`src/design/lpfb_pkg.sv`:
```
package lpfb_pkg;

   // strip geometry
   localparam int MAX_LEDS_DEFAULT = 256;
   localparam int MAX_LEDS_LIMIT   = 4096;
   localparam int CMD_AW           = 12;   // address field wide enough for the largest strip
   localparam int CMD_LW           = 13;   // length field wide enough for the largest strip
   localparam int QUEUE_DEPTH      = 2;

   localparam logic [8:0] ACTIVE_RESET = 9'd256;
   localparam logic [4:0] LEVEL_MAX    = 5'h1F;
   localparam logic [7:0] FRAME_MARK   = 8'hE0;

   // request kinds
   localparam logic [3:0] KIND_SET_PIXEL  = 4'd0;
   localparam logic [3:0] KIND_SET_COLOR  = 4'd1;
   localparam logic [3:0] KIND_SET_LEVEL  = 4'd2;
   localparam logic [3:0] KIND_READ       = 4'd3;
   localparam logic [3:0] KIND_FILL_BOTH  = 4'd4;
   localparam logic [3:0] KIND_FILL_COLOR = 4'd5;
   localparam logic [3:0] KIND_FILL_LEVEL = 4'd6;
   localparam logic [3:0] KIND_CLEAR      = 4'd7;
   localparam logic [3:0] KIND_PUSH_FRONT = 4'd8;
   localparam logic [3:0] KIND_PUSH_BACK  = 4'd9;
   localparam logic [3:0] KIND_ROT_LEFT   = 4'd10;
   localparam logic [3:0] KIND_ROT_RIGHT  = 4'd11;

   // engine operations
   localparam logic [2:0] OP_NOP    = 3'd0;
   localparam logic [2:0] OP_READ   = 3'd1;
   localparam logic [2:0] OP_FILL   = 3'd2;
   localparam logic [2:0] OP_COLOR  = 3'd3;
   localparam logic [2:0] OP_LEVEL  = 3'd4;
   localparam logic [2:0] OP_SHIFT  = 3'd5;
   localparam logic [2:0] OP_ROTATE = 3'd6;

   typedef struct packed {
      logic [3:0] kind;
      logic [7:0] index;
      logic [7:0] red;
      logic [7:0] green;
      logic [7:0] blue;
      logic [7:0] level;
   } req_type;

   typedef struct packed {
      logic       hit;
      logic [7:0] red_out;
      logic [7:0] green_out;
      logic [7:0] blue_out;
      logic [4:0] level_out;
   } rsp_type;

   typedef struct packed {
      logic [7:0] red;
      logic [7:0] green;
      logic [7:0] blue;
      logic [4:0] level;
   } pixel_type;

   localparam pixel_type PIXEL_BLACK = '{red: 8'd0, green: 8'd0, blue: 8'd0, level: LEVEL_MAX};

   typedef struct packed {
      logic [2:0]        op;
      logic              down;
      logic [CMD_AW-1:0] first;
      logic [CMD_LW-1:0] count;
      pixel_type         px;
   } cmd_type;

   typedef struct packed {
      logic clearing;
   } eng_status_type;

   function automatic logic [4:0] sat_level(input logic [7:0] lvl);
      return (lvl > 8'(LEVEL_MAX)) ? LEVEL_MAX : lvl[4:0];
   endfunction

   // header byte sent ahead of a pixel on the wire
   function automatic logic [7:0] frame_byte(input logic [4:0] lvl);
      return FRAME_MARK | {3'b000, lvl};
   endfunction

endpackage

```
`src/design/lpfb_queue.sv`:
```
module lpfb_queue
   import lpfb_pkg::*;
(
   input  logic    clock,
   input  logic    reset,
   input  logic    push,
   input  cmd_type push_cmd,
   output logic    full,
   input  logic    pop,
   output logic    head_valid,
   output cmd_type head_cmd
);

   cmd_type    slot_ff [QUEUE_DEPTH];
   logic       wr_ptr_ff, wr_ptr_in;
   logic       rd_ptr_ff, rd_ptr_in;
   logic [1:0] count_ff, count_in;

   assign full       = (count_ff == 2'(QUEUE_DEPTH));
   assign head_valid = (count_ff != 2'd0);
   assign head_cmd   = slot_ff[rd_ptr_ff];

   always_comb begin
      wr_ptr_in = push ? ~wr_ptr_ff : wr_ptr_ff;
      rd_ptr_in = pop  ? ~rd_ptr_ff : rd_ptr_ff;
      count_in  = count_ff + 2'(push) - 2'(pop);
   end

   always_ff @(posedge clock) begin
      if (reset) begin
         wr_ptr_ff <= 1'b0;
         rd_ptr_ff <= 1'b0;
         count_ff  <= 2'd0;
      end else begin
         wr_ptr_ff <= wr_ptr_in;
         rd_ptr_ff <= rd_ptr_in;
         count_ff  <= count_in;
      end
   end

   always_ff @(posedge clock) begin
      if (push) begin
         slot_ff[wr_ptr_ff] <= push_cmd;
      end
   end

endmodule

```
`config.mk`:
```
export PLATFORM = sky130hd
export DESIGN_NAME = lpfb_queue
export DESIGN_NICKNAME = d
export VERILOG_FILES = /design/src/design/lpfb_pkg.sv /design/src/design/lpfb_queue.sv
export SDC_FILE = /design/constraint.sdc
export NUM_CORES = 1
export LEC_CHECK = 0
export BUFFER_PORTS_ARGS = -buffer_cell sky130_fd_sc_hd__buf_2
export CAP_MARGIN = 15
export CORE_UTILIZATION = 35
export DETAILED_ROUTE_END_ITERATION = 10
export GPL_ROUTABILITY_DRIVEN = 0
export PLACE_DENSITY = 0.64
export SLEW_MARGIN = 20
export SYNTH_ARGS = -nofsm -noshare
export SYNTH_HDL_FRONTEND = slang
export SYNTH_SLANG_ARGS = --single-unit
```
`constraint.sdc`:
```
create_clock -name clock -period 4.7 [get_ports clock]
set_clock_uncertainty 0.05 [all_clocks]
set_input_delay 0.47 -clock clock [delete_from_list [all_inputs] [get_ports clock]]
set_output_delay 0.47 -clock clock [all_outputs]
set_load 0.1 [all_outputs]
```
==> out/results.ini, run 1 <==
[pwr]
p_int_w=0.002325
p_clk_share_pct=40.5
vdd_drop_max_v=0.0003441
p_sw_w=0.0009866
seq_power_share_pct=39.3
comb_power_share_pct=20.2
p_leak_nw=2.286
switching_share_pct=29.80
cellPowerDensity_mw_per_mm2=561.6

[sta]
finalHoldViolations=0
rsz0062_at_grt=false
period_needed_ns=2.671
whs_ns=0.2060
setup-tns-final_ns=0
drv_slew=0
period_share_pct=56.84
finalSetupViolations=0
tightest_slew_ns=0.9381
max_slew_margin_pct=37.46
fmax_mhz=374.3

[clocking]
cts_buffers=17
postCtsHoldBufs=0
cts_resized=0
cts_tree=built
cts_setup_buffers=0
cts_buffer_depth=2
cts-root-buf=clkbuf_16
clock_latency_ns=0.40
cts.sinks=121
cts.clk_slew.worst_paths_ns=0.05
htreeDepth=4

[route]
detail-route-antenna-nets=0
via_per_inst=4.334
routed_wl_mm=7.574
drc=0
dr.pass1.iters=4
drt-initial-drc-count=81
wl_per_cell_um=14.62
vias=2245

[min_path]
hold-path-endpoint=slot_ff[1][11]$_DFFE_PP_
hold_path_depth=1
hp-class=in2reg
hp-start=push_cmd[11]

[cells_and_area]
diodes=0
area_delta_synth_final_pct=31.62
fillers=1044
drive_gt1_share_pct=60.86
final_nets=401

[floorplanning]
dieArea_mm2=0.01325
start_util_pct=36.53
io_pins=122
die_h_um=115.1
rows=40
die_w_um=115.1
core_area_mm2=0.01226

[yosys]
synth.distinct_cells=14
synthesis.area_mm2=0.004479
synth-adder-area-share_pct=0.5587
synth-xor-area-share_pct=0.8939
synth-simple-area-share_pct=1.034
syn-num-nets=265
yosysWarnings=0
seq_area_frac_synth_pct=80.00
avgSynthCellArea_um2=22.29
synth_mux_area_share_pct=16.26
synth-compound-area-share_pct=0
ys_ff_latch=121
synth_cells=201
synth_top_family_by_area=multiplexers

[run]
max_cap_violations=0

[critical_path]
regToRegSetupSlack_ns=2.72
cp_data_required_time_ns=4.18
r2r-start=wr_ptr_ff$_SDFFE_PP0P_
endpoint_kind=output port
cp.arrival_ns=2.15
r2r_cells=2
rr_endpoint=slot_ff[1][5]$_DFFE_PP_
path_max_fanout=58
worstSetupStartpointType=flop
critPathKind=reg2out

[global_route]
grt_pass1_wl_mm=11.43
grtUsageTotal_pct=12.04
antenna_found_initial=0
grt_pass1_vias=2329
overflow=0
grt_max_degree=59

[placement]
dp.final_hpwl_mm=4.694
numPortBuffers=121

[status]
status=complete, no violations

## worst max path at each step
stage | from | to | slack (ns) | depth (start not counted)
3_5_place_dp | push | slot_ff[0][28]$_DFFE_PP_ | 2.38 | 3
3_3_place_gp | push | slot_ff[0][30]$_DFFE_PP_ | 2.42 | 3
2_1_floorplan | push | slot_ff[0][0]$_DFFE_PP_ | 1.14 | 1
5_1_grt | flop | head_cmd[20] | 1.93 | 2
6_report | flop | head_cmd[57] | 2.03 | 2
4_1_cts | flop | head_cmd[21] | 1.99 | 2
## power by group through the flow
stage,combinational (W),sequential (W),clock (W)
after floorplan,0.000592,0.00130,0
after CTS,0.000677,0.00130,0.00137
after global placement,0.000671,0.00132,0
final,0.000671,0.00130,0.00134
after global routing,0.000693,0.00131,0.00142
after detailed placement,0.000676,0.00132,0
## cell usage after synthesis
library cell	instances	share of area, %
and2_1	1	0.14
xnor2_1	2	0.39
buf_2	3	0.34
dfxtp_1	5	2.2
inv_1	2	0.17
mux2_4	20	6.7
edfxtp_1	116	78
nor2b_1	3	0.42
nor2_1	4	0.34
or2_2	1	0.14
buf_6	3	0.75
mux2_2	38	9.6
xnor3_1	1	0.50
ha_1	2	0.56
## worst max-delay path, stage by stage (launching register included)
cell	delay, ns
dfxtp_4	0.93
mux2_2	0.32
buf_2	0.42
## placed cells by master, fill, tap and decap left out
cell / n
buf_2: 121
edfxtp_1: 116
mux2_2: 38
mux2_4: 20
clkbuf_16: 17
nor2_1: 4
bufinv_16: 4
clkinv_2: 4
dfxtp_1: 4
clkbuf_8: 3
clkbuf_1: 3
inv_1: 2
nor2b_1: 2
xnor2_1: 2
ha_1: 2
buf_4: 2
or2_2: 1
and2_2: 1
nor2b_4: 1
xnor3_1: 1
dfxtp_4: 1
clkinv_1: 1
## layer usage
| metal | wire, um | vias to the layer above | track usage (%) |
|---|---|---|---|
| met1 | 3232 | 1092 | 13.53 |
| met5 | 0 | - | 0 |
| met3 | 509 | 11 | 5.693 |
| met2 | 3717 | 81 | 19.28 |
| met4 | 114 | 0 | 5.974 |
| li1 | - | 1061 | - |
## stage by stage
| stage | setup slack, ns | utilization [%] | power, W | cell area, um2 | instances |
|---|---|---|---|---|---|
| after global routing | 1.927 | 48.08 | 0.003421 | 5896 | 518 |
| after floorplan | 1.141 | - | 0.001890 | 4479 | 201 |
| after detailed placement | 2.381 | 43.01 | 0.001998 | 5274 | 486 |
| final | 2.029 | 48.08 | 0.003311 | 5896 | 518 |
| after CTS | 1.991 | 48.08 | 0.003351 | 5896 | 518 |
| after global placement | 2.417 | 43.01 | 0.001990 | 5274 | 486 |
## state kept, by name, indices dropped and copies added (netlist names), named ones only
| register | count |
|---|---|
| count_ff | 2 |
| rd_ptr_ff | 1 |
| slot_ff | 116 |
| wr_ptr_ff | 1 |
## layout make-up
cell class | instances | area, um2 | area share, %
Sequential cell | 121 | 3587 | 60.84
Multi-Input combinational cell | 72 | 848.3 | 14.39
Inverter | 2 | 7.507 | 0.1273
Clock buffer | 23 | 478.0 | 8.107
Clock inverter | 9 | 143.9 | 2.441
Timing Repair Buffer | 123 | 620.6 | 10.53
Tap cell | 168 | 210.2 | 3.565
## cells by family (layout without fill, tap and decap cells)
logic type | Yosys count | in the layout
mux | 58 | 58
simple gates | 9 | 9
fa+ha+maj | 2 | 2
xor+xnor | 3 | 3
flops | 121 | 121
buf+inv | 8 | 157
(Power assumes the default switching activity.)
==> run 2, diff against run 1 <==
==> constraint.sdc (replaced) <==
create_clock -name clock -period 2.7 [get_ports clock]
set_clock_uncertainty 0.05 [all_clocks]
set_input_delay 0.27 -clock clock [delete_from_list [all_inputs] [get_ports clock]]
set_output_delay 0.27 -clock clock [all_outputs]
set_load 0.1 [all_outputs]
==> out/results.ini, run 2 (synthesis results as in run 1) <==
[cells_and_area]
area_delta_synth_final_pct=43.21  ; was 31.62%
drive_gt1_share_pct=51.58  ; was 60.86%
diodes=0  ; unchanged
largest_reg_flops=116  ; unchanged
mostFrequentLayoutCell=buf_2  ; unchanged
final_nets=462  ; was 401
mostFrequentLayoutCells=buf_2, edfxtp_1, dlygate4sd3_1  ; was buf_2, edfxtp_1, mux2_2
multi_input_area_um2=848.3  ; unchanged
reg_top3=slot_ff: 116 flops, count_ff: 2 flops  ; unchanged
fillers=1015  ; was 1044
seq_area_mm2=0.003587  ; unchanged
top_register=slot_ff  ; unchanged
stdcell_area_mm2=0.006415  ; was 0.005896 mm2

[pwr]
p_total_w=0.005446  ; was 0.003311 W
cellPowerDensity_mw_per_mm2=848.9  ; was 561.6 mW/mm2
p_leak_nw=2.497  ; was 2.286 nW
vdd_drop_max_v=0.0005357  ; was 0.0003441 V

[route]
routed_wl_mm=8.106  ; was 7.574 mm
wl_per_cell_um=14.00  ; was 14.62 um
drt-initial-drc-count=107  ; was 81
vias=2501  ; was 2245
drc=0  ; unchanged
detail-route-antenna-nets=0  ; unchanged
via_per_inst=4.320  ; was 4.334
dr.pass1.iters=4  ; unchanged

[critical_path]
r2r-start=wr_ptr_ff$_SDFFE_PP0P_  ; unchanged
slowest_delay_ns=0.44  ; was 0.93 ns
endpoint_kind=output port  ; unchanged
path_max_fanout=37  ; was 58
endpoint=head_cmd[18]  ; was head_cmd[57]
critPathBufInv=2  ; was 1
cp.depth=3  ; was 2
regToRegSetupSlack_ns=1.05  ; was 2.72 ns
r2r_cells=2  ; unchanged
slowest_stage=buf_4  ; was dfxtp_4
path_cells=buf_4 > mux2_2 > buf_2  ; was mux2_2 > buf_2
worstSetupStartpointType=flop  ; unchanged
cp_data_required_time_ns=2.38  ; was 4.18 ns
critPathKind=reg2out  ; unchanged
cp.arrival_ns=1.88  ; was 2.15 ns
rr_endpoint=slot_ff[1][55]$_DFFE_PP_  ; was slot_ff[1][5]$_DFFE_PP_
path_delay_family=buffers and inverters  ; was flip-flops

[floorplanning]
die_h_um=115.1  ; unchanged
die_w_um=115.1  ; unchanged
io_pins=122  ; unchanged
start_util_pct=36.53  ; unchanged
rows=40  ; unchanged
dieArea_mm2=0.01325  ; unchanged
core_area_mm2=0.01226  ; unchanged

[sta]
finalHoldViolations=0  ; unchanged
finalSetupViolations=0  ; unchanged
worst_slack_ns=0.5033  ; was 2.029 ns
fmax_mhz=455.2
setup-tns-final_ns=0  ; unchanged
period_needed_ns=2.197
max_slew_margin_pct=60.95  ; was 37.46%
tightest_slew_ns=0.5844  ; was 0.9381 ns
rsz0062_at_grt=false  ; unchanged
period_share_pct=81.36
drv_slew=0  ; unchanged

[clocking]
cts_tree=built  ; unchanged
htreeDepth=4  ; unchanged
cts-root-buf=clkbuf_16  ; unchanged
postCtsHoldBufs=56  ; was 0
cts_buffers=17  ; unchanged
cts_setup_buffers=0  ; unchanged
cts.clk_slew.worst_paths_ns=0.05  ; about the same
cts_resized=0  ; unchanged
clock_latency_ns=0.40  ; about the same
cts_buffer_depth=2  ; unchanged
cts.sinks=121  ; unchanged

[global_route]
grtUsageTotal_pct=13.16  ; was 12.04%
grt_pass1_vias=2644  ; was 2329
grt_max_degree=38  ; was 59
antenna_found_initial=0  ; unchanged
overflow=0  ; unchanged
grt_pass1_wl_mm=12.46  ; was 11.43 mm

[placement]
dp_slack_ns=0.8913  ; was 2.381 ns
dp.final_hpwl_mm=5.008  ; was 4.694 mm
numPortBuffers=121  ; unchanged
dpl-instance-area_mm2=0.005329  ; was 0.005274 mm2

[min_path]
hold_path_depth=1  ; unchanged
hp-class=in2reg  ; unchanged

[status]
status=complete, no violations  ; unchanged

[run]
max_cap_violations=0  ; unchanged

## run 2: worst min-delay path by stage
stage / startpoint / endpoint / slack, ns
finish: push_cmd[40] / slot_ff[1][40]$_DFFE_PP_ / 0.03
global route: push_cmd[40] / slot_ff[1][40]$_DFFE_PP_ / 0.006
CTS: push_cmd[11] / slot_ff[1][11]$_DFFE_PP_ / 0.001
detailed placement: push_cmd[28] / slot_ff[0][28]$_DFFE_PP_ / 0.41
global placement: push_cmd[19] / slot_ff[0][19]$_DFFE_PP_ / 0.41
floorplan: reset / count_ff[0]$_SDFF_PP0_ / 0.29
## run 2: per-stage QoR
step	instances	hold WS, ns	utilization, %
global placement	490	0.4076	43.46
floorplan	201	0.2916	-
global route	579	0.005921	52.32
detailed placement	490	0.4113	43.46
finish	579	0.03132	52.32
CTS	578	0.001284	52.23
## run 2: metal layers
metal  vias to the layer above  wire [um]  track usage, %
li1                       1187          -               -
met2                        86       4349           22.89
met5                         -          0               0
met4                         0        101           6.234
met1                      1218       3215           13.44
met3                        10        440           6.062
## run 2: layout make-up
class | instances | share of cell area (%)
clock inverters | 4 | 0.2926
repair buffers | 184 | 19.43
flip-flops and latches | 121 | 55.92
well taps | 168 | 3.277
inverters | 2 | 0.1170
clock buffers | 28 | 7.743
multi-input cells | 72 | 13.22
## run 2: report_power, final
group / internal, W / switching (W)
clock network: 0.00123 / 0.000700
registers: 0.00219 / 0.0000318
logic: 0.000310 / 0.000975
==> run 3, diff against run 2 <==
==> constraint.sdc (replaced) <==
create_clock -name clock -period 2.2 [get_ports clock]
set_clock_uncertainty 0.05 [all_clocks]
set_input_delay 0.22 -clock clock [delete_from_list [all_inputs] [get_ports clock]]
set_output_delay 0.22 -clock clock [all_outputs]
set_load 0.1 [all_outputs]
==> out/results.ini, run 3 (synthesis results as in run 1) <==
[global_route]
antenna_found_initial=0  ; unchanged
grt_pass1_wl_mm=13.38  ; was 12.46 mm
overflow=0  ; unchanged
grtUsageTotal_pct=14.04  ; was 13.16%
grt_pass1_vias=2793  ; was 2644
grt_max_degree=59  ; was 38

[min_path]
hp-class=in2reg  ; unchanged
hold_path_depth=3  ; was 1
hp-start=pop  ; was push_cmd[40]

[route]
drc=0  ; unchanged
detail-route-antenna-nets=0  ; unchanged
via_per_inst=4.258  ; was 4.320
drt-initial-drc-count=82  ; was 107
wl_per_cell_um=14.39  ; was 14.00 um
dr.pass1.iters=4  ; unchanged
vias=2457  ; was 2501
routed_wl_mm=8.303  ; was 8.106 mm

[cells_and_area]
mostFrequentLayoutCell=edfxtp_1  ; was buf_2
diodes=0  ; unchanged
reg_top3=slot_ff: 116 flops, count_ff: 2 flops  ; unchanged
top_register=slot_ff  ; unchanged
final_nets=462  ; unchanged
mostFrequentLayoutCells=edfxtp_1, buf_2, buf_12  ; was buf_2, edfxtp_1, dlygate4sd3_1
final_core_util_pct=59.77  ; was 52.32%
area_delta_synth_final_pct=63.60  ; was 43.21%
drive_gt1_share_pct=51.59  ; was 51.58%
stdcell_area_mm2=0.007328  ; was 0.006415 mm2
largest_reg_flops=116  ; unchanged

[floorplanning]
dieArea_mm2=0.01325  ; unchanged
core_area_mm2=0.01226  ; unchanged
rows=40  ; unchanged
die_w_um=115.1  ; unchanged
start_util_pct=36.53  ; unchanged
die_h_um=115.1  ; unchanged
io_pins=122  ; unchanged

[sta]
setup-tns-final_ns=0  ; unchanged
finalHoldViolations=0  ; unchanged
period_needed_ns=2.070
tightest_slew_ns=0.4876  ; was 0.5844 ns
period_share_pct=94.08
drv_slew=0  ; unchanged
max_slew_margin_pct=67.71  ; was 60.95%
fmax_mhz=483.2
finalSetupViolations=0  ; unchanged
worst_slack_ns=0.1303  ; was 0.5033 ns
rsz0062_at_grt=false  ; unchanged

[critical_path]
path_cells=buf_4 > mux2_2 > buf_12  ; was buf_4 > mux2_2 > buf_2
critPathBufInv=2  ; unchanged
cp_data_required_time_ns=1.93  ; was 2.38 ns
slowest_delay_ns=0.54  ; was 0.44 ns
worstSetupStartpointType=flop  ; unchanged
cp.depth=3  ; unchanged
path_max_fanout=23  ; was 37
slowest_stage=dfxtp_4  ; was buf_4
path_delay_family=flip-flops  ; was buffers and inverters
cp.arrival_ns=1.80  ; was 1.88 ns
critPathKind=reg2out  ; unchanged
r2r_cells=2  ; unchanged
r2r-start=wr_ptr_ff$_SDFFE_PP0P_  ; unchanged
endpoint_kind=output port  ; unchanged

[clocking]
cts_setup_buffers=0  ; unchanged
cts.clk_slew.worst_paths_ns=0.05  ; about the same
cts-root-buf=clkbuf_16  ; unchanged
cts_buffer_depth=2  ; unchanged
cts_tree=built  ; unchanged
cts_buffers=17  ; unchanged
clock_latency_ns=0.40  ; about the same
cts.sinks=121  ; unchanged
htreeDepth=4  ; unchanged

[placement]
dp.final_hpwl_mm=5.013  ; was 5.008 mm
dpl-instance-area_mm2=0.006197  ; was 0.005329 mm2
dp_slack_ns=0.5273  ; was 0.8913 ns
numPortBuffers=121  ; unchanged

[status]
status=complete, no violations  ; unchanged

[run]
max_cap_violations=0  ; unchanged

[pwr]
vdd_drop_max_v=0.0005714  ; was 0.0005357 V
p_leak_nw=2.817  ; was 2.497 nW
cellPowerDensity_mw_per_mm2=989.8  ; was 848.9 mW/mm2

run 3: layer usage:
metal / GRT usage (%) / up-vias / part of all wire [%]
met3: 5.535 / 8 / 4.6
li1: - / 1187 / -
met5: 0 / - / 0
met1: 15.14 / 1187 / 40
met4: 4.935 / 0 / 0.90
met2: 24.98 / 75 / 54
run 3: power by group:
| part | internal, W | leakage, nW | switching (W) |
|---|---|---|---|
| registers | 0.00269 | 1.13 | 0.0000534 |
| clock network | 0.00163 | 0.255 | 0.000879 |
| logic | 0.000752 | 1.43 | 0.00125 |
| total | 0.00507 | 2.82 | 0.00218 |
run 3: through the flow:
step / hold WS [ns] / std cells / power (W)
after floorplan: 0.2416 / 201 / 0.004034
after global routing: 0.07682 / 577 / 0.007503
after global placement: 0.3590 / 488 / 0.004702
final: 0.07586 / 577 / 0.007253
after CTS: 0.06473 / 577 / 0.007342
after detailed placement: 0.3622 / 488 / 0.004724
run 3: layout make-up:
type	count	area, um2
fillers	904	4933
multi-input cells	72	848.3
well taps	168	210.2
repair buffers	184	2135
clock inverters	11	107.6
inverters	2	7.507
flip-flops and latches	121	3587
clock buffers	19	432.9
run 3: repair_timing:
action                                 in CTS  in global routing
resized for setup                           0                  0
endpoints found under the hold margin     120                  0
hold buffers                               59                  0
run 3: path summary, 6_finish.rpt:
path	to	slack, ns
min	rd_ptr_ff$_SDFFE_PP0P_	0.08
max reg2reg	slot_ff[1][9]$_DFFE_PP_	0.88
min reg2reg	rd_ptr_ff$_SDFFE_PP0P_	0.48
max	head_cmd[15]	0.13
run 3: worst register-to-register path: cells and delay by family (launching register included):
kind	cells	cell delay, ns
buf+inv	1	0.30
flops	1	0.40
simple gates	1	0.20
