===== src/design/lpfb_pkg.sv =====
package lpfb_pkg;

   // strip geometry
   localparam int MAX_LEDS_DEFAULT = 256;
   localparam int MAX_LEDS_LIMIT   = 4096;
   localparam int CMD_AW           = 12;   // address field wide enough for the largest strip
   localparam int CMD_LW           = 13;   // length field wide enough for the largest strip
   localparam int QUEUE_DEPTH      = 2;

   localparam logic [8:0] ACTIVE_RESET = 9'd256;
   localparam logic [4:0] LEVEL_MAX    = 5'h1F;
   localparam logic [7:0] FRAME_MARK   = 8'hE0;

   // request kinds
   localparam logic [3:0] KIND_SET_PIXEL  = 4'd0;
   localparam logic [3:0] KIND_SET_COLOR  = 4'd1;
   localparam logic [3:0] KIND_SET_LEVEL  = 4'd2;
   localparam logic [3:0] KIND_READ       = 4'd3;
   localparam logic [3:0] KIND_FILL_BOTH  = 4'd4;
   localparam logic [3:0] KIND_FILL_COLOR = 4'd5;
   localparam logic [3:0] KIND_FILL_LEVEL = 4'd6;
   localparam logic [3:0] KIND_CLEAR      = 4'd7;
   localparam logic [3:0] KIND_PUSH_FRONT = 4'd8;
   localparam logic [3:0] KIND_PUSH_BACK  = 4'd9;
   localparam logic [3:0] KIND_ROT_LEFT   = 4'd10;
   localparam logic [3:0] KIND_ROT_RIGHT  = 4'd11;

   // engine operations
   localparam logic [2:0] OP_NOP    = 3'd0;
   localparam logic [2:0] OP_READ   = 3'd1;
   localparam logic [2:0] OP_FILL   = 3'd2;
   localparam logic [2:0] OP_COLOR  = 3'd3;
   localparam logic [2:0] OP_LEVEL  = 3'd4;
   localparam logic [2:0] OP_SHIFT  = 3'd5;
   localparam logic [2:0] OP_ROTATE = 3'd6;

   typedef struct packed {
      logic [3:0] kind;
      logic [7:0] index;
      logic [7:0] red;
      logic [7:0] green;
      logic [7:0] blue;
      logic [7:0] level;
   } req_type;

   typedef struct packed {
      logic       hit;
      logic [7:0] red_out;
      logic [7:0] green_out;
      logic [7:0] blue_out;
      logic [4:0] level_out;
   } rsp_type;

   typedef struct packed {
      logic [7:0] red;
      logic [7:0] green;
      logic [7:0] blue;
      logic [4:0] level;
   } pixel_type;

   localparam pixel_type PIXEL_BLACK = '{red: 8'd0, green: 8'd0, blue: 8'd0, level: LEVEL_MAX};

   typedef struct packed {
      logic [2:0]        op;
      logic              down;
      logic [CMD_AW-1:0] first;
      logic [CMD_LW-1:0] count;
      pixel_type         px;
   } cmd_type;

   typedef struct packed {
      logic clearing;
   } eng_status_type;

   function automatic logic [4:0] sat_level(input logic [7:0] lvl);
      return (lvl > 8'(LEVEL_MAX)) ? LEVEL_MAX : lvl[4:0];
   endfunction

   // header byte sent ahead of a pixel on the wire
   function automatic logic [7:0] frame_byte(input logic [4:0] lvl);
      return FRAME_MARK | {3'b000, lvl};
   endfunction

endpackage


===== src/design/lpfb_front.sv =====
module lpfb_front
   import lpfb_pkg::*;
#(
   parameter int MAX_LEDS = MAX_LEDS_DEFAULT
) (
   input  logic           clock,
   input  logic           reset,
   input  logic           start,
   output logic           busy,
   input  req_type        req_data,
   input  logic           csr_valid,
   output logic           csr_ready,
   input  logic [8:0]     csr_data,
   input  logic           q_full,
   input  eng_status_type eng_status,
   output logic           push,
   output cmd_type        push_cmd
);

   localparam int LW = $clog2(MAX_LEDS + 1);
   localparam int CW = (LW > 9) ? LW : 9;

   logic [8:0]    active_ff, active_in;
   logic [CW-1:0] act_ext;
   logic [LW-1:0] live_len;
   logic          in_range;
   logic          bulk_ok;
   pixel_type     fresh;

   assign csr_ready = 1'b1;
   assign busy      = q_full | eng_status.clearing;
   assign push      = start & ~busy;

   always_comb begin
      active_in = (csr_valid & csr_ready) ? csr_data : active_ff;
   end

   always_ff @(posedge clock) begin
      if (reset) begin
         active_ff <= ACTIVE_RESET;
      end else begin
         active_ff <= active_in;
      end
   end

   // active length saturated to the store size
   assign act_ext  = CW'(active_ff);
   assign live_len = (act_ext > CW'(MAX_LEDS)) ? LW'(MAX_LEDS) : LW'(act_ext);
   assign in_range = CW'(req_data.index) < CW'(live_len);
   assign bulk_ok  = (live_len != LW'(0));

   always_comb begin
      fresh = '{red: req_data.red, green: req_data.green, blue: req_data.blue,
                level: sat_level(req_data.level)};
      push_cmd       = '0;
      push_cmd.px    = fresh;
      push_cmd.op    = OP_NOP;
      push_cmd.down  = 1'b0;
      push_cmd.first = CMD_AW'(0);
      push_cmd.count = CMD_LW'(live_len);
      unique case (req_data.kind) inside
         KIND_SET_PIXEL, KIND_SET_COLOR, KIND_SET_LEVEL, KIND_READ: begin
            push_cmd.first = CMD_AW'(req_data.index);
            push_cmd.count = CMD_LW'(1);
            if (in_range) begin
               unique case (req_data.kind)
                  KIND_SET_PIXEL: push_cmd.op = OP_FILL;
                  KIND_SET_COLOR: push_cmd.op = OP_COLOR;
                  KIND_SET_LEVEL: push_cmd.op = OP_LEVEL;
                  default:        push_cmd.op = OP_READ;
               endcase
            end
         end
         KIND_FILL_BOTH: begin
            if (bulk_ok) push_cmd.op = OP_FILL;
         end
         KIND_FILL_COLOR: begin
            if (bulk_ok) push_cmd.op = OP_COLOR;
         end
         KIND_FILL_LEVEL: begin
            if (bulk_ok) push_cmd.op = OP_LEVEL;
         end
         KIND_CLEAR: begin
            push_cmd.px = PIXEL_BLACK;
            if (bulk_ok) push_cmd.op = OP_FILL;
         end
         KIND_PUSH_FRONT, KIND_ROT_RIGHT: begin
            // walk from the last active pixel down to pixel 0
            push_cmd.down  = 1'b1;
            push_cmd.first = CMD_AW'(live_len - LW'(1));
            if (bulk_ok) begin
               push_cmd.op = (req_data.kind == KIND_PUSH_FRONT) ? OP_SHIFT : OP_ROTATE;
            end
         end
         KIND_PUSH_BACK, KIND_ROT_LEFT: begin
            if (bulk_ok) begin
               push_cmd.op = (req_data.kind == KIND_PUSH_BACK) ? OP_SHIFT : OP_ROTATE;
            end
         end
         default: begin
            push_cmd.op = OP_NOP;
         end
      endcase
   end

endmodule


===== config.mk =====
export PLATFORM = sky130hd
export DESIGN_NAME = lpfb_front
export DESIGN_NICKNAME = d
export VERILOG_FILES = /design/src/design/lpfb_pkg.sv /design/src/design/lpfb_front.sv
export SDC_FILE = /design/constraint.sdc
export NUM_CORES = 1
export LEC_CHECK = 0
export ABC_AREA = 1
export BUFFER_PORTS_ARGS = -buffer_cell sky130_fd_sc_hd__buf_2
export CORE_MARGIN = 4
export CORE_UTILIZATION = 38
export CTS_BUF_LIST = sky130_fd_sc_hd__clkbuf_16
export DETAILED_ROUTE_END_ITERATION = 8
export PLACE_DENSITY = 0.8
export SYNTH_ARGS = -nofsm -noshare
export SYNTH_HDL_FRONTEND = slang
export SYNTH_SLANG_ARGS = --single-unit

===== constraint.sdc =====
create_clock -name clock -period 2.08 [get_ports clock]
set_input_delay 0.312 -clock clock [delete_from_list [all_inputs] [get_ports clock]]
set_output_delay 0.312 -clock clock [all_outputs]
set_load 0.03 [all_outputs]

==> metrics.md, run 1 <==
| Metric | Value |
|---|---|
| Failing checks | `negative setup slack` |
| Final nets | `roughly 460` |
| Yosys cell types | `29` |
| Int Pwr | `between 0.6 and 0.7 mW` |
| Starting Density | `0.3998` |
| Worst reg-to-reg path cell count | `3` |
| Post-synth EDFFs | `0` |
| Final wirelength | `4679 µm` |
| First-pass GRT wire length | `between 6000 and 7000 µm` |
| Final worst-path cycle share | `1.086` |
| Hold Violations, Final | `0` |
| Pleak | `around 1.4 nW` |
| Final Setup Violations | `3` |
| Met3 GRT Util | `0.03494` |
| Post-Synthesis Cells | `about 260` |
| Req. time, crit path | `1.77 ns` |
| Clk buf depth | `2` |
| Drt first pass iters | `4` |
| Clock sinks | `9` |
| Reg power frac | `0.188` |
| Gr usage total | `0.1894` |
| ANT cells | `0` |
| I/O Buffers | `about 110` |
| Placed instance area | `2062 µm²` |
| Clock Pin Slew Worst Setup and Hold Paths | `approximately 0.040 ns` |
| Layout cells sized above 1 | `0.4367` |
| Later-pin clock latency in the skew report | `between 0.2 and 0.25 ns` |
| PwrDens | `462.9 nW/µm²` |
| Commonest non-fill, non-tap cell in the layout | `buf_2` |
| H-tree Lvls | `1` |
| Logic gate share of total power | `0.492` |
| Seq cells post-synth | `9` |
| Kind of critical path | `reg -> out` |
| Initial drt markers | `58` |
| Die height | `slightly below 70 µm` |
| Row cnt | `21` |
| Commonest non-fill, non-tap cells in the layout | `109 x buf_2, 58 x nor2_1, 53 x nand2_1, 48 x inv_1, 22 x buf_4` |
| Layer with the highest usage | `met2` |
| Startpoint Class | `flip-flop` |
| Dpl hpwl | `approximately 4000 µm` |
| Post-DR wirelength/cell | `between 10 and 15 µm` |
| Synth warn | `0` |
| P_sw | `just over 0.4 mW` |
| Reg-to-reg endpoint | `act_ext[6]$_SDFFE_PP0P_` |
| Core box area | `approximately 3400 µm²` |
| Hold endpoint | `act_ext[8]$_SDFFE_PP1P_` |
| Die W | `a little under 70 µm` |
| Async SR Flop Fraction | `0` |
| Place WS | `-0.07526 ns` |
| Min cycle time layout | `around 2.3 ns` |
| Area grow syn2layout | `65.28%` |
| Post-route cell area | `around 2200 µm²` |
| Total grt overflow | `0` |
| Outcome | `finished with violations` |
| Clock power frac | `0.320` |
| Unrepaired setup endpoints after global routing | `yes` |
| PnR worst setup slack | `-0.1784 ns` |
| Slew Limit Fails | `0` |
| Avg Cell Area, Syn | `5.252 µm²` |
| Max IR drop VDD | `slightly below 0.5 mV` |
| Pwr Total | `~1.0 mW` |
| Largest net degree at the start of global routing | `16` |
| Global Route met1 Usage | `0.1960` |
| Die area | `4585 µm²` |
| Hold path depth | `3` |
| Initial antenna violation count | `0` |
| GP Congestion | `0.8701` |
| Vias | `just under 2000` |
| Largest register FFs | `9` |
| Mapped Area | `about 1400 µm²` |
| Worst R2R Start | `act_ext[6]$_SDFFE_PP0P_` |
| CTS tree | `built` |
| Vias in the first global route | `about 1700` |
| Setup slack, reg-to-reg | `1.30 ns` |
| Vias per cell | `4.503` |
| Maxcap violations | `0` |
| Seq/Total Area, Yosys | `0.1330` |
| Hold Path Class | `in -> reg` |
| Routed Antenna Nets | `0` |
| Arr. time, crit path | `approximately 2.0 ns` |
| Post-CTS Hold Fix Bufs | `0` |
| Switching share of power | `0.3977` |
| Clk root buf | `clkbuf_16` |
| Final core occ | `0.6608` |
| Num CTS Buffers | `3` |
| Post-route DRC | `0` |
| Worst Skew | `0 ns` |
| Max frequency | `roughly 0.44 GHz` |
| Hold path startpoint | `reset` |
| Top Ports | `120` |
| Setup crit end kind | `primary output` |
| GR Layer Usage met2 | `0.3633` |
| Max FO, Critical Path | `2` |
| Main flop type after synthesis | `dfxtp_1` |
==> cell type report <==
cell class	instances	area, µm²
Multi-Input combinational cell	189	980.9
Fill cell	323	1150
Sequential cell	9	183.9
Tap cell	46	57.56
Timing Repair Buffer	134	744.5
Inverter	51	193.9
Clock buffer	3	75.07
Clock inverter	1	3.754
==> metrics by stage <==
step	hold slack, ns	cells	setup TNS [ns]
floorplan	0.4117	261	0
global placement	0.4657	428	-0.1204
detailed placement	0.4680	428	-0.1498
CTS	0.2766	433	-0.5222
global route	0.3091	433	-0.8537
finish	0.2806	433	-0.4548
==> routing by layer <==
metal | vias up | part of all wire
met5 | - | 0
met4 | 0 | 0.019
met3 | 9 | 0.10
met2 | 90 | 0.50
met1 | 828 | 0.38
li1 | 1023 | -
==> cells in the mapped netlist (2+ instances only) <==
master,count,area [µm²]
o21ai_1,3,15.01
ha_1,9,112.6
a21oi_1,6,30.03
o21ai_0,18,90.09
dfxtp_1,9,180.2
nand2_1,56,210.2
buf_4,7,52.55
clkbuf_1,2,7.510
inv_1,48,180.2
conb_1,2,7.510
inv_2,2,7.510
nand3_1,12,60.06
nor2_1,63,236.5
nand2_2,4,25.02
buf_2,2,10.01
nor3_1,2,10.01
==> worst max-delay path by stage <==
stage | from | to | cells past startpoint
after floorplan | act_ext[3]$_SDFFE_PP0P_ | push_cmd[55] | 14
after global placement | act_ext[6]$_SDFFE_PP0P_ | push_cmd[55] | 15
after detailed placement | act_ext[6]$_SDFFE_PP0P_ | push_cmd[55] | 15
after CTS | act_ext[7]$_SDFFE_PP0P_ | push_cmd[55] | 15
after global routing | act_ext[6]$_SDFFE_PP0P_ | push_cmd[56] | 13
final | act_ext[6]$_SDFFE_PP0P_ | push_cmd[56] | 13
==> cells by family after synthesis <==
logic type      after synthesis  share of synthesized area
simple gates                144                     0.4515
buf+inv                      63                     0.2013
compound gates               30                     0.1191
fa+ha+maj                     9                    0.08310
flops                         9                     0.1330
other cells                   2                   0.005542
xor+xnor                      1                   0.006465
==> critical path, stage by stage (launching register included) <==
cell     delay [ns]
dfxtp_2        0.32
nor2_2         0.10
nand2_1        0.07
o21ai_2        0.17
nand2_2        0.10
ha_4           0.28
nand2_1        0.07
nor2_1         0.11
nand3_1        0.10
nand2_1        0.08
nor2_2         0.04
nand2_1        0.06
nand3_2        0.06
buf_6          0.14
==> timing repair <==
| item | 4_1_cts | 5_1_grt |
|---|---|---|
| endpoints found under the setup margin | 5 | 7 |
| pin swaps | 7 | 9 |
| setup buffers | 1 | 0 |
| gates resized for setup | 16 | 13 |
| cloned | 0 | 0 |
| endpoints found under the hold margin | 0 | 0 |
==> power groups by stage <==
stage,Combinational [mW],Clock [mW],Sequential [mW]
final,0.510,0.332,0.195
after global routing,0.561,0.342,0.196
after CTS,0.499,0.339,0.194
after detailed placement,0.483,0,0.195
after global placement,0.478,0,0.194
after floorplan,0.316,0,0.198
(Power assumes the default switching activity.)
==> run 2: changes to the inputs <==
CORE_ASPECT_RATIO = 1.1   (was not set)
CTS_CLUSTER_SIZE = 24   (was not set)
==> run 2 against run 1 <==
  * The run still ends with negative setup slack left
  * Cell count rose by 1.2%
  * Combinational power rose by 4%
  * Clock power barely moved
  * Clock skew did not move
  * Worst setup slack got worse by 0.062 ns
  * Die area barely moved
  * Global-route usage rose by 1.6 points
  * Core utilization rose by 1.2 points
  * Largest cell class unchanged
  * Highest routed layer unchanged
==> metrics.md, run 2 (same netlist as run 1, synthesis figures left out) <==
| Metric | Value |
|---|---|
| Commonest non-fill, non-tap cells in the layout | `107 x buf_2, 58 x nor2_1, 52 x nand2_1, 48 x inv_1, 25 x buf_4` |
| Startpoint Class | `flip-flop` |
| Total grt overflow | `0` |
| P_sw | `about 0.43 mW` |
| Switching share of power | `0.4030` |
| DP Cell Count | `between 400 and 500` |
| Arr. time, crit path | `2.01 ns` |
| Post-route insts no fill | `roughly 440` |
| Row cnt | `22` |
| Int Pwr | `approximately 0.63 mW` |
| Vias in the first global route | `approximately 1900` |
| Initial drt markers | `27` |
| Max IR drop VDD | `0.5321 mV` |
| Largest net degree at the start of global routing | `25` |
| Worst Skew | `0 ns` |
| First-pass GRT wire length | `roughly 7700 µm` |
| Die area | `between 4000 and 5000 µm²` |
| Req. time, crit path | `between 1.5 and 2 ns` |
| Slew Limit Fails | `0` |
| Later-pin clock latency in the skew report | `0.23 ns` |
| Post-DR wirelength/cell | `around 12 µm` |
| Clock Pin Slew Worst Setup and Hold Paths | `~0.04 ns` |
| Starting Density | `0.4002` |
| Clock power frac | `0.317` |
| Pwr Total | `about 1.1 mW` |
| Largest register FFs | `9` |
| PwrDens | `between 400 and 500 nW/µm²` |
| I/O Buffers | `114` |
| Drt first pass iters | `4` |
| Hold Path Class | `in -> reg` |
| Clk root buf | `clkbuf_16` |
| Final wirelength | `a little over 5000 µm` |
| Failing checks | `negative setup slack` |
| Vias | `about 2000` |
| Gr usage total | `0.2052` |
| Unrepaired setup endpoints after global routing | `yes` |
| Layout cells sized above 1 | `0.4436` |
| ANT cells | `0` |
| Die height | `around 71 µm` |
| Final Setup Violations | `3` |
| PnR worst setup slack | `-0.2399 ns` |
| Initial antenna violation count | `0` |
| Setup crit end kind | `primary output` |
| Hold Violations, Final | `0` |
| Die W | `approximately 65 µm` |
| Outcome | `finished with violations` |
| Reg power frac | `0.183` |
| Routed Antenna Nets | `0` |
| Kind of critical path | `reg -> out` |
| Clock sinks | `9` |
| CTS tree | `built` |
| Final nets | `around 460` |
| Num CTS Buffers | `3` |
| Area grow syn2layout | `68.14%` |
| H-tree Lvls | `1` |
| Logic gate share of total power | `0.500` |
| Dpl hpwl | `~4400 µm` |
| Max frequency | `0.4310 GHz` |
| Final worst-path cycle share | `1.115` |
| Commonest non-fill, non-tap cell in the layout | `buf_2` |
| Clk buf depth | `2` |
| Top Ports | `120` |
| Core box area | `about 3400 µm²` |
| Max FO, Critical Path | `2` |
| Pleak | `approximately 1.4 nW` |
| GP Congestion | `roughly 0.93` |
| Post-route DRC | `0` |
| Min cycle time layout | `roughly 2.3 ns` |
| Vias per cell | `approximately 4.5` |
| Maxcap violations | `0` |
| Post-CTS Hold Fix Bufs | `0` |
## run 2: cell count changes in the layout (fill, tap and decap cells not counted)
cell	delta
buf_4	+3
buf_2	-2
buf_6	+1
clkbuf_4	+1
dfxtp_2	-1
dfxtp_4	+1
nand2_1	-1
nand2_2	+1
## run 2: cell type report
| class | count | area, µm² |
|---|---|---|
| clock buffer | 3 | 75.07 |
| multi-input combinational | 189 | 983.4 |
| timing repair buffer | 137 | 775.7 |
| fill | 339 | 1107 |
| clock inverter | 1 | 3.754 |
| tap | 48 | 60.06 |
| sequential | 9 | 186.4 |
| inverter | 51 | 193.9 |
## run 2: routing by layer
metal / part of all wire / track usage / routed length (µm) / vias to the layer above
met2: 0.52 / 0.3989 / 2679 / 88
li1: - / - / - / 1035
met3: 0.12 / 0.06032 / 614 / 2
met5: 0 / 0 / 0 / -
met4: 0.0061 / 0.06808 / 31 / 0
met1: 0.35 / 0.2025 / 1780 / 844
## run 2: worst paths after layout
kind | startpoint | end | depth (start not counted) | slack [ns]
worst max-delay path | act_ext[5]$_SDFFE_PP0P_ | push_cmd[56] | 15 | -0.24
worst min-delay path | csr_data[8] | act_ext[8]$_SDFFE_PP1P_ | 3 | 0.29
worst max register to register | act_ext[5]$_SDFFE_PP0P_ | act_ext[5]$_SDFFE_PP0P_ | 3 | 1.27
worst min register to register | act_ext[0]$_SDFFE_PP0P_ | act_ext[0]$_SDFFE_PP0P_ | 2 | 0.53
## run 2: critical path, stage by stage (launching register included)
cell and delay [ns]:
dfxtp_2 0.33, nor2_2 0.11, nand2_1 0.09, o21ai_2 0.19
nand2_2 0.10, ha_4 0.25, nand2_2 0.05, nand2_1 0.04
nand2_1 0.06, nand2_1 0.06, nand2_1 0.08, inv_1 0.05
nor2_2 0.11, nand2_1 0.07, nand3_2 0.06, buf_6 0.13
## run 2: per-stage QoR
step	setup WS, ns	util	hold slack [ns]	setup TNS [ns]	instance area, µm²
after floorplan	0.03390	-	0.4117	0	1373
after detailed placement	-0.08388	0.6120	0.4663	-0.1574	2072
after CTS	-0.1968	0.6471	0.2886	-0.5162	2191
final	-0.2399	0.6729	0.2913	-0.6510	2278
after global placement	-0.05904	0.6120	0.4793	-0.1079	2072
after global routing	-0.3599	0.6729	0.3158	-1.064	2278
## run 2: timing repair
item | 4_1_cts | 5_1_grt
cloned | 0 | 0
gates resized for setup | 12 | 24
pin swaps | 3 | 14
hold endpoints to repair | 0 | 0
setup endpoints to repair | 5 | 12
setup buffers | 1 | 2
## run 2: power groups by stage
stage / sequential (mW) / clock [mW] / combinational, mW
finish: 0.194 / 0.335 / 0.529
global route: 0.194 / 0.344 / 0.577
CTS: 0.194 / 0.340 / 0.505
detailed placement: 0.195 / 0 / 0.491
global placement: 0.194 / 0 / 0.484
floorplan: 0.198 / 0 / 0.316
==> run 3: changes to the inputs <==
ABC_AREA = not set   (was 1)
CORE_UTILIZATION = 37   (was 38)
PLACE_DENSITY = 0.81   (was 0.8)
==> run 3 against run 2 <==
  * The run still ends with negative setup slack left
  * Die area is 5.2% lower
  * Routed wire length is 5.5% lower
  * Non-clock buffer count is 1 higher
  * Sequential cell count stayed put
  * Largest power group unchanged
==> metrics.md, run 3 <==
| Metric | Value |
|---|---|
| Worst Skew | `0 ns` |
| Min cycle time layout | `around 2.4 ns` |
| Hold path startpoint | `csr_data[8]` |
| Num CTS Buffers | `3` |
| CTS tree | `built` |
| H-tree Lvls | `1` |
| I/O Buffers | `114` |
| Slew Limit Fails | `0` |
| Final wirelength | `4823 µm` |
| Reg-to-reg endpoint | `act_ext[8]$_SDFFE_PP1P_` |
| DP Cell Count | `roughly 340` |
| Core box area | `3127 µm²` |
| Async SR Flop Fraction | `0` |
| Hold endpoint | `act_ext[8]$_SDFFE_PP1P_` |
| Placed instance area | `2026 µm²` |
| PnR worst setup slack | `-0.3106 ns` |
| Die area | `roughly 4300 µm²` |
| Outcome | `finished with violations` |
| Layout cells sized above 1 | `0.5663` |
| Later-pin clock latency in the skew report | `about 0.24 ns` |
| Count leader, synth | `and2_1` |
| Vias per cell | `~4.9` |
| Largest register FFs | `9` |
| Die height | `slightly below 70 µm` |
| Hold path depth | `2` |
| Routed Antenna Nets | `0` |
| Gr usage total | `0.2050` |
| Maxcap violations | `0` |
| Setup slack, reg-to-reg | `roughly 1.1 ns` |
| Worst reg-to-reg path cell count | `3` |
| Dpl hpwl | `between 3000 and 4000 µm` |
| Setup crit end kind | `primary output` |
| Commonest non-fill, non-tap cells in the layout | `102 x buf_2, 29 x and2_1, 26 x buf_4, 19 x nor2_1` |
| Arr. time, crit path | `2.08 ns` |
| Kind of critical path | `reg -> out` |
| Mapped Area | `~1200 µm²` |
| Largest net degree at the start of global routing | `21` |
| Main flop type after synthesis | `dfxtp_1` |
| Pleak | `1.182 nW` |
| Clock Pin Slew Worst Setup and Hold Paths | `about 0.04 ns` |
| Post-Synthesis Cells | `178` |
| Clk buf depth | `2` |
| First-pass GRT wire length | `approximately 7000 µm` |
| Top cell type by total area after synthesis | `and2_1` |
| GP Congestion | `just over 0.8` |
| Max FO, Critical Path | `8` |
| Post-CTS Hold Fix Bufs | `0` |
| Failing checks | `negative setup slack` |
| Post-route insts no fill | `roughly 340` |
| Synth warn | `0` |
| Clk root buf | `clkbuf_16` |
| Seq cells post-synth | `9` |
| Post-DR wirelength/cell | `between 10 and 15 µm` |
| Starting Density | `0.3970` |
| Final worst-path cycle share | `1.149` |
| Place WS | `-0.2058 ns` |
| Post-synth top cells | `30 x and2_1, 19 x nor2_1, 16 x o21ai_0` |
| Startpoint Class | `flip-flop` |
| Vias in the first global route | `1598` |
| Row cnt | `21` |
| Vias | `roughly 1700` |
| Hold Path Class | `in -> reg` |
| Final setup TNS | `-2.038 ns` |
| Final nets | `378` |
| Avg Cell Area, Syn | `about 7.0 µm²` |
| Initial drt markers | `slightly above 60` |
| Drt first pass iters | `4` |
| Clock sinks | `9` |
| Unrepaired setup endpoints after global routing | `yes` |
| PwrDens | `471.8 nW/µm²` |
| Seq/Total Area, Yosys | `0.1452` |
| Total grt overflow | `0` |
| Post-route cell area | `2283 µm²` |
| Initial antenna violation count | `0` |
| Area grow syn2layout | `83.97%` |
| Worst R2R Start | `act_ext[8]$_SDFFE_PP1P_` |
| Yosys top cell area share | `0.1512` |
| Commonest non-fill, non-tap cell in the layout | `buf_2` |
| Req. time, crit path | `1.77 ns` |
| ANT cells | `0` |
| Post-synth EDFFs | `0` |
| Max frequency | `~0.42 GHz` |
| Max IR drop VDD | `slightly above 0.5 mV` |
| Hold Violations, Final | `0` |
| Final Setup Violations | `12` |
| Die W | `around 63 µm` |
| Yosys cell types | `35` |
| Largest cells by area after synthesis | `and2_1 15%, dfxtp_1 15%, ha_1 9.1%` |
| Top Ports | `120` |
| Post-route DRC | `0` |
[run 3: routing by layer]
layer,wire (µm),global-route usage,up-vias
met5,0,0,-
met4,41,0.06739,0
met3,355,0.03241,4
met2,2583,0.3939,74
met1,1842,0.2345,762
li1,-,-,854
[run 3: worst max-delay path, cell delays in order, from the launching register on]
cell     delay (ns)
dfxtp_4        0.36
or2b_1         0.24
ha_1           0.28
and4_1         0.15
o21ai_1        0.07
nor4b_4        0.22
a21oi_2        0.09
buf_4          0.16
o21ai_4        0.12
buf_6          0.14
[run 3: repair_timing]
| item | 4_1_cts | 5_1_grt |
|---|---|---|
| endpoints found under the setup margin | 12 | 13 |
| pin swaps | 4 | 4 |
| gates resized for setup | 39 | 8 |
| setup buffers | 3 | 1 |
[run 3: where the power goes]
part	internal, mW	switching [mW]	total, mW	leakage [nW]
clock	0.252	0.0904	0.342	0.0423
sequential	0.184	0.0119	0.196	0.0749
combinational	0.226	0.313	0.539	1.06
total	0.662	0.415	1.08	1.18
[run 3: cells by family (layout without fill, tap and decap cells)]
group / Yosys count / after routing / share of synthesized area
XOR/XNOR: 3 / 3 / 0.02117
AO/OA/AOI/OAI: 32 / 32 / 0.1542
AND/OR/NAND/NOR: 96 / 96 / 0.4305
other: 2 / 5 / 0.006051
flip-flops: 9 / 9 / 0.1452
buffers and inverters: 19 / 147 / 0.08770
multiplexers: 8 / 8 / 0.06452
adder cells (fa/ha/maj): 9 / 9 / 0.09073
[run 3: worst max-delay path by stage]
stage	from	end	slack (ns)
final	act_ext[8]$_SDFFE_PP1P_	push_cmd[57]	-0.31
after CTS	act_ext[8]$_SDFFE_PP1P_	push_cmd[57]	-0.33
after global placement	act_ext[8]$_SDFFE_PP1P_	push_cmd[55]	-0.14
after global routing	act_ext[8]$_SDFFE_PP1P_	push_cmd[56]	-0.42
after detailed placement	act_ext[8]$_SDFFE_PP1P_	push_cmd[57]	-0.21
after floorplan	act_ext[8]$_SDFFE_PP1P_	push_cmd[55]	-0.04
[run 3: layout make-up]
cell class,instances,area [µm²]
Fill cell,266,843.3
Inverter,5,21.27
Sequential cell,9,185.2
Clock buffer,3,75.07
Clock inverter,1,3.754
Multi-Input combinational cell,153,1137
Tap cell,34,42.54
Timing Repair Buffer,138,818.3
[run 3: metrics by stage]
| step | power [mW] | utilization | hold slack, ns |
|---|---|---|---|
| 2_1_floorplan | 0.5174 | - | 0.4344 |
| 3_3_place_gp | 0.6746 | 0.6479 | 0.5271 |
| 3_5_place_dp | 0.6813 | 0.6479 | 0.5397 |
| 4_1_cts | 1.071 | 0.7183 | 0.2970 |
| 5_1_grt | 1.132 | 0.7303 | 0.3036 |
| 6_report | 1.077 | 0.7303 | 0.2943 |
